===== src/hdl/lfd_pkg.sv =====
package lfd_pkg;

  localparam int unsigned QUEUE_DEPTH = 2;

  localparam logic [3:0] CHECK_POS = 4'd5;
  localparam logic [3:0] LAST_POS  = 4'd12;

  localparam logic [7:0] END_A     = 8'h32;
  localparam logic [7:0] END_B     = 8'h37;
  localparam logic [7:0] END_TAIL  = 8'h0E;
  localparam logic [7:0] FIXED_KEY = 8'd10;
  localparam logic [7:0] KEY_LIMIT = 8'd50;
  localparam logic [4:0] SPEED_BASE = 5'd10;

  localparam logic [1:0] ST_VALID    = 2'd0;
  localparam logic [1:0] ST_CHK_FAIL = 2'd1;
  localparam logic [1:0] ST_BAD_END  = 2'd2;

  // one completed frame as the front hands it on
  typedef struct packed {
    logic       end_ok;
    logic [7:0] xsum;
    logic [7:0] chk;
    logic [7:0] b0;
    logic [7:0] b1;
    logic [7:0] b2;
    logic [7:0] b3;
    logic [7:0] b4;
    logic [7:0] b7;
  } frame_rec_t;

  // last member sits in the lowest bits
  typedef struct packed {
    logic [5:0] learned_key;
    logic [3:0] max_current;
    logic [7:0] p5_value;
    logic       p4_flag;
    logic [2:0] wheel_magnets;
    logic       power_assist_mode;
    logic [5:0] max_speed;
    logic [4:0] wheel_size;
    logic [7:0] motor_characteristic;
    logic       light_on;
    logic [2:0] pas_level;
    logic [1:0] status;
  } result_t;

endpackage


===== src/hdl/lcd_frame_decoder_xor_check_core.sv =====
// channel   dir  handshake                 payload
// s_axis    in   s_tvalid / s_tready       s_tdata[7:0]  rx_byte
// m_axis    out  m_tvalid / m_tready       m_tdata[47:0] decoded frame result
//
// one byte is accepted per cycle while s_tready is high; results are queued, then registered
// front counts and checks bytes; back judges frames one per cycle from a 2-deep queue while
// the output is free; only the last byte of a frame stalls, and only while the queue is full
// rst clears the byte counter, running xor, queue and learned key; a new frame starts at byte 0
module lcd_frame_decoder_xor_check_core (
  input  logic        clk,
  input  logic        rst,
  input  logic        s_tvalid,
  output logic        s_tready,
  input  logic [7:0]  s_tdata,  // rx_byte
  output logic        m_tvalid,
  input  logic        m_tready,
  // status, pas_level, light_on, motor_characteristic, wheel_size, max_speed,
  // power_assist_mode, wheel_magnets, p4_flag, p5_value, max_current, learned_key
  output logic [47:0] m_tdata
);
  import lfd_pkg::*;

  logic       push, pop, q_full, q_valid;
  frame_rec_t wr_rec, rd_rec;
  result_t    res;

  lfd_front u_front (
    .clk      (clk),
    .rst      (rst),
    .in_valid (s_tvalid),
    .in_ready (s_tready),
    .in_byte  (s_tdata),
    .push     (push),
    .rec      (wr_rec),
    .q_full   (q_full)
  );

  lfd_queue u_queue (
    .clk    (clk),
    .rst    (rst),
    .push   (push),
    .wr_rec (wr_rec),
    .full   (q_full),
    .pop    (pop),
    .valid  (q_valid),
    .rd_rec (rd_rec)
  );

  lfd_back u_back (
    .clk       (clk),
    .rst       (rst),
    .q_valid   (q_valid),
    .q_rec     (rd_rec),
    .pop       (pop),
    .out_valid (m_tvalid),
    .out_ready (m_tready),
    .out_res   (res)
  );

  assign m_tdata = res;

endmodule


===== src/hdl/lfd_front.sv =====
module lfd_front (
  input  logic              clk,
  input  logic              rst,
  input  logic              in_valid,
  output logic              in_ready,
  input  logic [7:0]        in_byte,
  output logic              push,
  output lfd_pkg::frame_rec_t rec,
  input  logic              q_full
);
  import lfd_pkg::*;

  logic [3:0] byte_count;
  logic [7:0] running_xor;
  logic [7:0] b0, b1, b2, b3, b4, chk, b7, b11;
  logic       accept;
  logic       last;
  logic [7:0] xsum;

  assign last     = (byte_count == LAST_POS);
  assign in_ready = !q_full || !last;
  assign accept   = in_valid && in_ready;
  assign push     = accept && last;
  assign xsum     = running_xor ^ in_byte;

  always_comb begin
    rec.end_ok = ((b11 == END_A) || (b11 == END_B)) && (in_byte == END_TAIL);
    rec.xsum   = xsum;
    rec.chk    = chk;
    rec.b0     = b0;
    rec.b1     = b1;
    rec.b2     = b2;
    rec.b3     = b3;
    rec.b4     = b4;
    rec.b7     = b7;
  end

  always_ff @(posedge clk) begin
    if (rst) begin
      byte_count  <= '0;
      running_xor <= '0;
    end else if (accept) begin
      if (last) begin
        byte_count  <= '0;
        running_xor <= '0;
      end else begin
        byte_count <= byte_count + 4'd1;
        if (byte_count != CHECK_POS) begin
          running_xor <= xsum;
        end
      end
    end
  end

  // frame byte capture, only the bytes the decode needs
  always_ff @(posedge clk) begin
    if (accept) begin
      unique case (byte_count)
        4'd0:    b0  <= in_byte;
        4'd1:    b1  <= in_byte;
        4'd2:    b2  <= in_byte;
        4'd3:    b3  <= in_byte;
        4'd4:    b4  <= in_byte;
        4'd5:    chk <= in_byte;
        4'd7:    b7  <= in_byte;
        4'd11:   b11 <= in_byte;
        default: ;
      endcase
    end
  end

  a_count_range: assert property (@(posedge clk) disable iff (rst)
    byte_count <= LAST_POS)
    else $error("byte counter out of range");

  a_wrap: assert property (@(posedge clk) disable iff (rst)
    push |=> (byte_count == 4'd0) && (running_xor == 8'd0))
    else $error("frame state not cleared after last byte");

endmodule


===== src/hdl/lfd_queue.sv =====
module lfd_queue (
  input  logic              clk,
  input  logic              rst,
  input  logic              push,
  input  lfd_pkg::frame_rec_t wr_rec,
  output logic              full,
  input  logic              pop,
  output logic              valid,
  output lfd_pkg::frame_rec_t rd_rec
);
  import lfd_pkg::*;

  localparam int unsigned PW = (QUEUE_DEPTH > 1) ? $clog2(QUEUE_DEPTH) : 1;
  localparam int unsigned CW = $clog2(QUEUE_DEPTH + 1);
  localparam logic [PW-1:0] LAST_PTR = PW'(QUEUE_DEPTH - 1);
  localparam logic [CW-1:0] FULL_CNT = CW'(QUEUE_DEPTH);

  frame_rec_t    mem [QUEUE_DEPTH];
  logic [PW-1:0] wr_ptr, rd_ptr;
  logic [CW-1:0] level;

  assign full   = (level == FULL_CNT);
  assign valid  = (level != '0);
  assign rd_rec = mem[rd_ptr];

  always_ff @(posedge clk) begin
    if (push) begin
      mem[wr_ptr] <= wr_rec;
    end
  end

  always_ff @(posedge clk) begin
    if (rst) begin
      wr_ptr <= '0;
      rd_ptr <= '0;
      level  <= '0;
    end else begin
      if (push) begin
        wr_ptr <= (wr_ptr == LAST_PTR) ? '0 : wr_ptr + PW'(1);
      end
      if (pop) begin
        rd_ptr <= (rd_ptr == LAST_PTR) ? '0 : rd_ptr + PW'(1);
      end
      if (push && !pop) begin
        level <= level + CW'(1);
      end else if (pop && !push) begin
        level <= level - CW'(1);
      end
    end
  end

  a_no_overflow: assert property (@(posedge clk) disable iff (rst)
    !(push && full))
    else $error("push into full queue");

  a_no_underflow: assert property (@(posedge clk) disable iff (rst)
    !(pop && !valid))
    else $error("pop from empty queue");

endmodule


===== src/hdl/lfd_back.sv =====
module lfd_back (
  input  logic              clk,
  input  logic              rst,
  input  logic              q_valid,
  input  lfd_pkg::frame_rec_t q_rec,
  output logic              pop,
  output logic              out_valid,
  input  logic              out_ready,
  output lfd_pkg::result_t  out_res
);
  import lfd_pkg::*;

  logic [5:0] key_store;
  logic [5:0] key_next;
  logic [7:0] cand;
  logic       match;
  result_t    res_next;

  assign pop   = q_valid && (!out_valid || out_ready);
  assign cand  = q_rec.xsum ^ q_rec.chk;
  assign match = ((q_rec.xsum ^ FIXED_KEY) == q_rec.chk) ||
                 ((q_rec.xsum ^ {2'b00, key_store}) == q_rec.chk);

  always_comb begin
    key_next = key_store;
    res_next = '0;
    if (!q_rec.end_ok) begin
      res_next.status = ST_BAD_END;
    end else if (match) begin
      res_next.status               = ST_VALID;
      res_next.pas_level            = q_rec.b1[2:0];
      res_next.light_on             = q_rec.b1[7];
      res_next.motor_characteristic = q_rec.b3;
      res_next.wheel_size           = {q_rec.b2[2:0], q_rec.b4[7:6]};
      res_next.max_speed            = ({1'b0, SPEED_BASE} + {1'b0, q_rec.b2[7:3]}) |
                                      {q_rec.b4[5], 5'b0};
      res_next.power_assist_mode    = q_rec.b4[3];
      res_next.wheel_magnets        = q_rec.b4[2:0];
      res_next.p4_flag              = q_rec.b4[4];
      res_next.p5_value             = q_rec.b0;
      res_next.max_current          = q_rec.b7[3:0];
    end else begin
      res_next.status = ST_CHK_FAIL;
      if (cand <= KEY_LIMIT) begin
        key_next = cand[5:0];
      end
    end
    res_next.learned_key = key_next;
  end

  always_ff @(posedge clk) begin
    if (rst) begin
      out_valid <= 1'b0;
      key_store <= '0;
    end else begin
      if (pop) begin
        out_valid <= 1'b1;
        key_store <= key_next;
      end else if (out_ready) begin
        out_valid <= 1'b0;
      end
    end
  end

  always_ff @(posedge clk) begin
    if (pop) begin
      out_res <= res_next;
    end
  end

  a_key_limit: assert property (@(posedge clk) disable iff (rst)
    {2'b00, key_store} <= KEY_LIMIT)
    else $error("learned key above limit");

  a_key_only_on_fail: assert property (@(posedge clk) disable iff (rst)
    (key_store != $past(key_store)) |-> $past(pop) &&
      (out_res.status == ST_CHK_FAIL))
    else $error("key changed outside a checksum failure");

endmodule


===== config.mk =====
export PLATFORM = sky130hd
export DESIGN_NAME = lcd_frame_decoder_xor_check_core
export DESIGN_NICKNAME = d
export VERILOG_FILES = /design/src/hdl/lfd_pkg.sv /design/src/hdl/lcd_frame_decoder_xor_check_core.sv /design/src/hdl/lfd_front.sv /design/src/hdl/lfd_queue.sv /design/src/hdl/lfd_back.sv
export SDC_FILE = /design/constraint.sdc
export NUM_CORES = 1
export LEC_CHECK = 0
export BUFFER_PORTS_ARGS = -buffer_cell sky130_fd_sc_hd__clkbuf_2
export CORE_MARGIN = 2
export CORE_UTILIZATION = 53
export CTS_CLUSTER_SIZE = 24
export DETAILED_ROUTE_END_ITERATION = 6
export GPL_ROUTABILITY_DRIVEN = 0
export PLACE_DENSITY_LB_ADDON = 0.15
export SLEW_MARGIN = 20
export SYNTH_ARGS = -nofsm -noshare
export SYNTH_HDL_FRONTEND = slang
export SYNTH_SLANG_ARGS = --single-unit

===== constraint.sdc =====
create_clock -name clk -period 12.1 [get_ports clk]
set_clock_uncertainty 0.05 [all_clocks]
set_input_delay 1.21 -clock clk [delete_from_list [all_inputs] [get_ports clk]]
set_output_delay 1.21 -clock clk [all_outputs]
set_load 0.05 [all_outputs]

==> results.json, run 1 <==
{
  "synth_async_sr_flop_share": 0,
  "worst_pin_slew_ns": 0.787,
  "cts_made_buffers": 25,
  "post_route_setup_tns_ns": 0,
  "max_slew_margin": 0.475,
  "area_after_dpl_mm2": 0.00953,
  "unrepaired_setup_endpoints_after_global_routing": "no",
  "slew_violations": 0,
  "ant_nets": 0,
  "floorplan.die_area_mm2": 0.0180,
  "routed_wl_um": 14900,
  "yosysTopAreaCellShare": 0.728,
  "finish.utilization": 0.627,
  "yosys_warnings": 0,
  "sequential_fraction_of_the_synthesis_area": 0.782,
  "drt-vias-per-instance": 5.29,
  "post_synth.cell_area_avg_um2": 17.1,
  "buffer_cell_driving_the_clock_tree_root": "sky130_fd_sc_hd__clkbuf_16",
  "regArea_mm2": 0.00703,
  "post_synthesis_cell_count": 527,
  "clk_pin_slew_worst_paths_ns": 0.06,
  "power.density_cell_area_mw_per_mm2": 225,
  "start_util": 0.542,
  "synthToLayoutAreaGrowth_pct": 15.8,
  "cts_hold_buf": 0,
  "fin_crit_sh": 0.279,
  "place_inst": 797,
  "wire_length_of_the_first_global_routing_pass_um": 23700,
  "holdWs_ns": 0.388,
  "maximum_number_of_pins_on_one_net_before_global_route_repair": 58,
  "final_net_count": 622,
  "finish.cell_count_without_fillers": 842,
  "crit_path_start_kind": "register",
  "cts_max_level": 1,
  "place.port_buffers": 61,
  "clock_tree.buffer_depth": 3,
  "die_width_um": 134,
  "worst_skew_pair.late_latency_ns": 0.50,
  "timing.critical_path.required_ns": 10.84,
  "largest_cells_by_area_after_synthesis": "sky130_fd_sc_hd__edfxtp_1 73%, sky130_fd_sc_hd__dfxtp_1 5.3%, sky130_fd_sc_hd__mux2i_1 4.9%",
  "timing_hold_violations_final": 0,
  "max_cap_viol_count": 0,
  "drive_above_1_share": 0.201,
  "routedWlPerCell_um": 17.7,
  "vdd.ir_drop.worst_mv": 0.160,
  "grt_util_all_layers": 0.171,
  "cp-end-kind": "primary output",
  "mappedNetlistArea_mm2": 0.00899,
  "synth_seq_cells": 242,
  "detailedRoute.firstIterationViolations": 348,
  "coreArea_mm2": 0.0166,
  "worst-setup-path-type": "register to primary output",
  "design.portCount": 62,
  "cts_tree": "done",
  "clock_sink_count": 242,
  "worst-path-max-fanout": 11,
  "synth_flop_cell": "sky130_fd_sc_hd__edfxtp_1",
  "setup_viol_count_final": 0,
  "crit_arrival_ns": 2.11,
  "via_count_of_the_first_global_routing_pass": 4562,
  "fillerInstances": 1219,
  "detailedPlacementHpwl_um": 8840,
  "global_route.overflow_total": 0,
  "cts.repair.resized": 0,
  "layout_min_cycle_time_ns": 3.37,
  "drc_violation_count_after_routing": 0,
  "footprint_of_the_multi_input_gates_mm2": 0.00185,
  "synth_edf_count": 218,
  "vias": 4452,
  "row_count": 47,
  "postCtsSetupBuffers": 0,
  "antenna_found_initial": 0,
  "dieHeight_um": 134,
  "run_status": "finished, final reports clean",
  "max_freq_mhz": 297,
  "post_synth_num_cell_types": 41,
  "synth.largest_area_cell": "sky130_fd_sc_hd__edfxtp_1",
  "synth_nets": 545,
  "worst_hold_check_path_type": "register to register",
  "p_leak_nw": 3.61,
  "diodes": 0,
  "postLayoutCellArea_mm2": 0.0104,
  "first_pass_iters": 6
}
[registers in the layout (all words and copies together) (netlist names), 6 cells and up, named ones only]
signal and cells:
u_front.b3 8, u_back.out_res 48, u_front.b4 8, u_queue.mem 114, u_back.key_store 6, u_front.b2 8
u_front.chk 8, u_front.b11 8, u_front.b0 8, u_front.running_xor 8
[worst paths after layout]
check        depth (start not counted)  slack (ns)                            to                               start
max                                  5        8.73                      s_tready  u_front.byte_count[0]$_SDFFE_PP0P_
min                                  0        0.39  u_queue.mem[0][10]$_DFFE_PP_             u_front.b4[2]$_DFFE_PP_
max reg2reg                          8        9.09  u_queue.mem[1][26]$_DFFE_PP_  u_front.byte_count[0]$_SDFFE_PP0P_
min reg2reg                          0        0.39  u_queue.mem[0][10]$_DFFE_PP_             u_front.b4[2]$_DFFE_PP_
[metal layers]
layer / track usage / share of wire / wire, µm / up-vias
li1: - / - / - / 2128
met1: 0.217 / 0.41 / 6180 / 2168
met2: 0.301 / 0.52 / 7740 / 130
met3: 0.0302 / 0.047 / 704 / 26
met4: 0.0538 / 0.018 / 267 / 0
met5: 0 / 0 / 0 / -
[stage by stage]
step	total power, mW	worst slack, ns
floorplan	1.46	6.04
global placement	1.57	8.98
detailed placement	1.58	8.90
CTS	2.37	8.76
global route	2.43	8.62
finish	2.34	8.73
[cells in the mapped netlist (all sizes together), types with 3 or more instances]
| library cell | n |
|---|---|
| clkbuf | 13 |
| o21ai | 14 |
| buf | 4 |
| nor3 | 5 |
| mux2 | 5 |
| dfxtp | 24 |
| nand2 | 21 |
| xnor2 | 13 |
| inv | 7 |
| ha | 6 |
| a21oi | 17 |
| a211o | 3 |
| nand3b | 9 |
| xor2 | 24 |
| o31ai | 3 |
| and3 | 8 |
| nor4 | 3 |
| edfxtp | 218 |
| nand3 | 9 |
| nor2b | 3 |
| nor2 | 54 |
| mux2i | 47 |
[cell usage in the layout, fill, tap and decap left out, drive strengths merged, types with 13 or more instances in the layout]
cell | netlist | final
mux2i | 47 | 47
clkbuf | 13 | 91
xor2 | 24 | 24
nor2 | 54 | 54
xnor2 | 13 | 13
nand2 | 21 | 21
o21ai | 14 | 14
a21oi | 17 | 17
dfxtp | 24 | 24
edfxtp | 218 | 218
[cells by family (layout without fill, tap and decap cells)]
kind of cell / after synthesis / in the layout / synth area share
AOI/OAI and AO/OA: 46 / 46 / 0.0336
xor gates and xnor gates: 37 / 37 / 0.0361
adders and majority gates: 6 / 6 / 0.00835
buffers and inverters: 24 / 119 / 0.0132
DFF: 242 / 242 / 0.782
muxes: 52 / 52 / 0.0618
and+or+nand+nor: 120 / 120 / 0.0650
[critical path, stage by stage, from the launching register on]
cell and delay, ns:
sky130_fd_sc_hd__dfxtp_1 0.43, sky130_fd_sc_hd__inv_1 0.12, sky130_fd_sc_hd__ha_1 0.25, sky130_fd_sc_hd__and3_1 0.30
sky130_fd_sc_hd__nand3b_1 0.19, sky130_fd_sc_hd__clkbuf_2 0.30
[report_power, final]
group | switching [mW] | total [mW] | leakage (nW) | internal (mW)
logic | 0.388 | 0.512 | 0.990 | 0.124
clock network | 0.296 | 0.792 | 0.421 | 0.496
registers | 0.0276 | 1.04 | 2.20 | 1.01
total | 0.712 | 2.34 | 3.61 | 1.63
[area by class of cell]
| class | count | area share |
|---|---|---|
| Timing Repair Buffer | 67 | 0.0337 |
| Clock buffer | 30 | 0.0639 |
| Sequential cell | 242 | 0.676 |
| Clock inverter | 15 | 0.0194 |
| Inverter | 7 | 0.00301 |
| Multi-Input combinational cell | 261 | 0.178 |
| Tap cell | 220 | 0.0265 |
Power figures use the tool's default switching activity.
==> inputs of run 2 (changes only) <==
Settings changed: ABC_AREA set to 1.
Clock period 12.1 ns to 2.85 ns, I/O delays scaled along.
==> results.json, run 2 <==
{
  "slew_violations": 0,
  "drt-vias-per-instance": 5.18,
  "postLayoutCellArea_mm2": 0.0109,
  "mappedNetlistArea_mm2": 0.00941,
  "floorplan.die_area_mm2": 0.0188,
  "finish.cell_count_without_fillers": 1051,
  "top_cell_types_by_occurrence_after_synthesis": "219 x sky130_fd_sc_hd__nand2_1, 218 x sky130_fd_sc_hd__edfxtp_1, 56 x sky130_fd_sc_hd__inv_1",
  "timing_hold_violations_final": 0,
  "comb_power_share": 0.287,
  "via_count_of_the_first_global_routing_pass": 5506,
  "post_synth.cell_area_avg_um2": 13.1,
  "start_util": 0.542,
  "diodes": 0,
  "post_synth_num_cell_types": 33,
  "worst_skew_pair.late_latency_ns": 0.52,
  "yosys_warnings": 0,
  "max_freq_mhz": 379,
  "synth.largest_area_cell": "sky130_fd_sc_hd__edfxtp_1",
  "net-switching-power_mw": 3.89,
  "synth_nets": 737,
  "post_route_setup_tns_ns": 0,
  "worst_pin_slew_ns": 0.739,
  "timing.critical_path.required_ns": 3.19,
  "drc_violation_count_after_routing": 0,
  "global_route.overflow_total": 0,
  "vdd.ir_drop.worst_mv": 1.17,
  "sw_frac_of_total": 0.361,
  "drive_above_1_share": 0.222,
  "mostFrequentLayoutCell": "sky130_fd_sc_hd__edfxtp_1",
  "buffer_cell_driving_the_clock_tree_root": "sky130_fd_sc_hd__clkbuf_16",
  "layout_min_cycle_time_ns": 2.64,
  "coreArea_mm2": 0.0174,
  "yosysTopAreaCellShare": 0.696,
  "area_after_dpl_mm2": 0.0101,
  "cts_tree": "done",
  "grt_util_all_layers": 0.189,
  "synth_async_sr_flop_share": 0,
  "clock_tree.buffer_depth": 3,
  "mostFrequentLayoutCells": "218 x sky130_fd_sc_hd__edfxtp_1, 217 x sky130_fd_sc_hd__nand2_1, 61 x sky130_fd_sc_hd__clkbuf_2",
  "routedWlPerCell_um": 16.3,
  "maximum_number_of_pins_on_one_net_before_global_route_repair": 59,
  "post-route-worst-setup-slack_ns": 0.215,
  "largest_cells_by_area_after_synthesis": "sky130_fd_sc_hd__edfxtp_1 70%, sky130_fd_sc_hd__nand2_1 8.7%, sky130_fd_sc_hd__dfxtp_1 5.1%",
  "detailedPlacementHpwl_um": 11000,
  "cp-end-kind": "register",
  "postCtsSetupBuffers": 0,
  "dieHeight_um": 137,
  "die_width_um": 137,
  "yosysMostFrequentCell": "sky130_fd_sc_hd__nand2_1",
  "first_pass_iters": 5,
  "reg.largest.list": "u_queue.mem (114), u_back.out_res (48)",
  "cts_made_buffers": 25,
  "clock_sink_count": 242,
  "clk_pin_slew_worst_paths_ns": 0.06,
  "seq_power_share": 0.428,
  "place_inst": 1004,
  "worst-path-max-fanout": 15,
  "p_leak_nw": 4.15,
  "crit_arrival_ns": 2.98,
  "max_flop_register": "u_queue.mem",
  "antenna_found_initial": 0,
  "unrepaired_setup_endpoints_after_global_routing": "no",
  "synth_seq_cells": 242,
  "sequential_fraction_of_the_synthesis_area": 0.747,
  "synthToLayoutAreaGrowth_pct": 15.7,
  "synth_flop_cell": "sky130_fd_sc_hd__edfxtp_1",
  "p_int_mw": 6.87,
  "largest_register_ff_count": 114,
  "footprint_of_the_multi_input_gates_mm2": 0.00206,
  "power.density_cell_area_mw_per_mm2": 987,
  "max_cap_viol_count": 0,
  "max_slew_margin": 0.495,
  "final_net_count": 825,
  "dp_slack_ns": 0.0985,
  "fillerInstances": 1313,
  "wire_length_of_the_first_global_routing_pass_um": 27100,
  "routed_wl_um": 17100,
  "detailedRoute.firstIterationViolations": 303,
  "row_count": 48,
  "vias": 5449,
  "worst-setup-path-type": "register to register",
  "place.port_buffers": 61,
  "ant_nets": 0,
  "design.portCount": 62,
  "fin_crit_sh": 0.925,
  "run_status": "finished, final reports clean",
  "regArea_mm2": 0.00703,
  "synth_edf_count": 218,
  "post_synthesis_cell_count": 719,
  "worst_hold_check_path_type": "primary input to register",
  "crit_path_start_kind": "register",
  "setup_viol_count_final": 0,
  "cts_max_level": 1,
  "power.share.clock": 0.285
}
-- run 2: cell count changes after synthesis, moves of 18 or more --
cell | before | now
sky130_fd_sc_hd__nand2_1 | 21 | 219
sky130_fd_sc_hd__inv_1 | 6 | 56
sky130_fd_sc_hd__mux2i_1 | 44 | 1
sky130_fd_sc_hd__a21oi_2 | 0 | 37
sky130_fd_sc_hd__nor2_1 | 54 | 23
sky130_fd_sc_hd__nand3_1 | 8 | 26
-- run 2: worst max-delay path, stage by stage (launching register included) --
cell	delay (ns)
sky130_fd_sc_hd__dfxtp_1	0.35
sky130_fd_sc_hd__inv_1	0.12
sky130_fd_sc_hd__ha_1	0.26
sky130_fd_sc_hd__nand3_4	0.16
sky130_fd_sc_hd__inv_2	0.13
sky130_fd_sc_hd__nand3_4	0.08
sky130_fd_sc_hd__nand2_2	0.15
sky130_fd_sc_hd__inv_2	0.14
sky130_fd_sc_hd__nand2_2	0.16
sky130_fd_sc_hd__inv_1	0.08
sky130_fd_sc_hd__ha_1	0.32
sky130_fd_sc_hd__a21oi_1	0.14
sky130_fd_sc_hd__o21ai_0	0.12
sky130_fd_sc_hd__o21ai_0	0.19
sky130_fd_sc_hd__a21oi_1	0.07
-- run 2: timing repair --
item / 4_1_cts / 5_1_grt
setup endpoints to repair: 0 / 1
resized for setup: 0 / 3
hold buffers: 1 / 0
endpoints found under the hold margin: 1 / 0
-- run 2: stage by stage --
| stage | power (mW) | util | hold slack [ns] |
|---|---|---|---|
| 2_1_floorplan | 7.11 | - | 0.334 |
| 3_3_place_gp | 7.72 | 0.581 | 0.373 |
| 3_5_place_dp | 7.80 | 0.581 | 0.380 |
| 4_1_cts | 10.9 | 0.627 | 0.0438 |
| 5_1_grt | 11.3 | 0.628 | 0.0761 |
| 6_report | 10.8 | 0.628 | 0.0635 |
-- run 2: path summary, 6_finish.rpt --
path | from | end | slack [ns] | cells past startpoint
setup / recovery | u_front.byte_count[0]$_SDFFE_PP0P_ | u_queue.level[1]$_SDFFE_PP0P_ | 0.21 | 14
hold / removal | m_tready | u_back.out_valid$_SDFFE_PP0P_ | 0.06 | 4
setup reg to reg | u_front.byte_count[0]$_SDFFE_PP0P_ | u_queue.level[1]$_SDFFE_PP0P_ | 0.21 | 14
hold reg to reg | u_front.b2[7]$_DFFE_PP_ | u_queue.mem[1][31]$_DFFE_PP_ | 0.39 | 0
-- run 2: cells by family (layout without fill, tap and decap cells) --
family,count (synthesis),after routing,share of synthesized area
AO/OA/AOI/OAI,76,76,0.0592
adder cells (fa/ha/maj),6,6,0.00798
multiplexers,1,1,0.00106
buffers and inverters,82,189,0.0406
AND/OR/NAND/NOR,299,299,0.132
flip-flops,242,242,0.747
XOR/XNOR,13,13,0.0121
-- run 2: final cells by class --
class / count / area share
clock buffer: 31 / 0.0595
tap: 225 / 0.0258
sequential: 242 / 0.645
timing repair buffer: 84 / 0.0476
inverter: 59 / 0.0206
multi-input combinational: 395 / 0.189
clock inverter: 15 / 0.0123
-- run 2: layer usage --
layer	up-vias	global-route usage	routed length, µm
met3	40	0.0287	932
met2	139	0.331	8660
met5	-	0	0
li1	2657	-	-
met1	2613	0.235	6940
met4	0	0.0802	564
-- run 2: power groups by stage --
| stage | sequential, mW | combinational, mW | clock [mW] |
|---|---|---|---|
| floorplan | 5.71 | 1.39 | 0 |
| global placement | 4.66 | 3.06 | 0 |
| detailed placement | 4.68 | 3.12 | 0 |
| CTS | 4.61 | 3.13 | 3.15 |
| global route | 4.65 | 3.34 | 3.28 |
| finish | 4.60 | 3.09 | 3.07 |
==> inputs of run 3 (changes only) <==
Settings changed: CELL_PAD_IN_SITES_DETAIL_PLACEMENT set to 0, CELL_PAD_IN_SITES_GLOBAL_PLACEMENT set to 1, CORE_UTILIZATION 53 to 45, PLACE_DENSITY_LB_ADDON 0.15 to 0.12.
==> results.json, run 3 (synthesis results as in run 2) <==
{
  "run_status": "finished, final reports clean",
  "setup_viol_count_final": 0,
  "max_freq_mhz": 388,
  "cts_tree": "done",
  "timing_hold_violations_final": 0,
  "ant_nets": 0,
  "cts_made_buffers": 25,
  "start_util": 0.462,
  "regArea_mm2": 0.00703,
  "power.density_cell_area_mw_per_mm2": 977,
  "max_slew_margin": 0.489,
  "first_pass_iters": 5,
  "design.portCount": 62,
  "buffer_cell_driving_the_clock_tree_root": "sky130_fd_sc_hd__clkbuf_16",
  "routed_wl_um": 17900,
  "fin_crit_sh": 0.905,
  "routedWlPerCell_um": 16.4,
  "grt_util_all_layers": 0.168,
  "drive_above_1_share": 0.220,
  "clock_sink_count": 242,
  "mostFrequentLayoutCells": "218 x sky130_fd_sc_hd__nand2_1, 218 x sky130_fd_sc_hd__edfxtp_1, 61 x sky130_fd_sc_hd__clkbuf_2",
  "diodes": 0,
  "cts_max_level": 1,
  "place.port_buffers": 61,
  "via_count_of_the_first_global_routing_pass": 5393,
  "floorplan.die_area_mm2": 0.0221,
  "drt-vias-per-instance": 4.90,
  "drc_violation_count_after_routing": 0,
  "worst_pin_slew_ns": 0.767,
  "antenna_found_initial": 0,
  "row_count": 52,
  "crit_arrival_ns": 2.93,
  "p_leak_nw": 4.13,
  "postLayoutCellArea_mm2": 0.0109,
  "unrepaired_setup_endpoints_after_global_routing": "no",
  "timing.critical_path.required_ns": 3.20,
  "power.total_mw": 10.6,
  "cts.repair.resized": 0,
  "die_width_um": 149,
  "clock_tree.buffer_depth": 3,
  "coreArea_mm2": 0.0204,
  "maximum_number_of_pins_on_one_net_before_global_route_repair": 59,
  "vdd.ir_drop.worst_mv": 1.01,
  "max_cap_viol_count": 0,
  "worst-path-max-fanout": 10,
  "fillerInstances": 1747,
  "post_route_setup_tns_ns": 0,
  "vias": 5349,
  "reg.largest.list": "u_queue.mem (114), u_back.out_res (48)",
  "synthToLayoutAreaGrowth_pct": 15.6,
  "max_flop_register": "u_queue.mem",
  "detailedRoute.firstIterationViolations": 297,
  "footprint_of_the_multi_input_gates_mm2": 0.00205,
  "final_net_count": 821,
  "layout_min_cycle_time_ns": 2.58,
  "detailedPlacementHpwl_um": 11300,
  "slew_violations": 0,
  "worst_skew_pair.late_latency_ns": 0.52,
  "dieHeight_um": 149,
  "cp-end-kind": "register",
  "worst-setup-path-type": "register to register",
  "worst_hold_check_path_type": "primary input to register",
  "wire_length_of_the_first_global_routing_pass_um": 28600,
  "crit_path_start_kind": "register",
  "area_after_dpl_mm2": 0.0101,
  "clk_pin_slew_worst_paths_ns": 0.06,
  "global_route.overflow_total": 0,
  "largest_register_ff_count": 114
}
## run 3: cell count changes in the layout (fill, tap and decap cells not counted), moves of 2 or more
cell | previous run | this run
sky130_fd_sc_hd__bufinv_16 | 2 | 0
sky130_fd_sc_hd__buf_4 | 19 | 15
sky130_fd_sc_hd__clkinv_2 | 3 | 8
sky130_fd_sc_hd__clkbuf_8 | 0 | 3
sky130_fd_sc_hd__clkbuf_1 | 6 | 2
## run 3: final cells by class
class                           instances  share of cell area
Clock buffer                           30              0.0620
Clock inverter                         15             0.00713
Inverter                               59              0.0206
Multi-Input combinational cell        395               0.188
Sequential cell                       242               0.646
Tap cell                              270              0.0311
Timing Repair Buffer                   80              0.0449
## run 3: path summary, 6_finish.rpt
check / start / end / slack [ns] / cells after the start
setup / recovery: u_front.byte_count[1]$_SDFFE_PP0P_ / u_queue.level[1]$_SDFFE_PP0P_ / 0.27 / 14
hold / removal: m_tready / u_back.out_valid$_SDFFE_PP0P_ / 0.04 / 4
hold reg to reg: u_front.b4[0]$_DFFE_PP_ / u_queue.mem[1][8]$_DFFE_PP_ / 0.40 / 0
setup reg to reg: u_front.byte_count[1]$_SDFFE_PP0P_ / u_queue.level[1]$_SDFFE_PP0P_ / 0.27 / 14
## run 3: where the power goes
group	total, mW	switching, mW	internal [mW]
clock	2.96	1.28	1.68
combinational	3.11	2.45	0.657
sequential	4.56	0.166	4.40
## run 3: critical path, cell delays in order, from the launching register on
cell and delay [ns]:
sky130_fd_sc_hd__dfxtp_1 0.34, sky130_fd_sc_hd__inv_1 0.12, sky130_fd_sc_hd__ha_1 0.22, sky130_fd_sc_hd__nand3_2 0.22, sky130_fd_sc_hd__inv_1 0.20, sky130_fd_sc_hd__nand3_4 0.08
sky130_fd_sc_hd__nand2_1 0.20, sky130_fd_sc_hd__inv_2 0.07, sky130_fd_sc_hd__nand2_2 0.13, sky130_fd_sc_hd__inv_1 0.07, sky130_fd_sc_hd__ha_1 0.32, sky130_fd_sc_hd__a21oi_1 0.11
sky130_fd_sc_hd__o21ai_0 0.11, sky130_fd_sc_hd__o21ai_0 0.17, sky130_fd_sc_hd__a21oi_1 0.06
## run 3: metrics by stage
step | utilization | std cells | setup slack, ns | hold slack, ns
finish | 0.534 | 1091 | 0.271 | 0.0440
global route | 0.534 | 1091 | 0.0494 | 0.110
CTS | 0.534 | 1091 | 0.288 | 0.0347
detailed placement | 0.497 | 1045 | 0.321 | 0.383
global placement | 0.497 | 1045 | 0.359 | 0.373
floorplan | - | 719 | 0.0217 | 0.334
## run 3: what timing repair did
action / CTS / global route
setup endpoints to repair: 0 / 0
hold buffers: 1 / 0
setup buffers: 0 / 0
hold endpoints to repair: 1 / 0
## run 3: metal layers
metal  vias up  wire length, µm  GRT usage
met5         -                0          0
met4         0              489     0.0500
met3        34              676     0.0233
met2       115             8710      0.286
met1      2558             8030      0.227
li1       2642                -          -
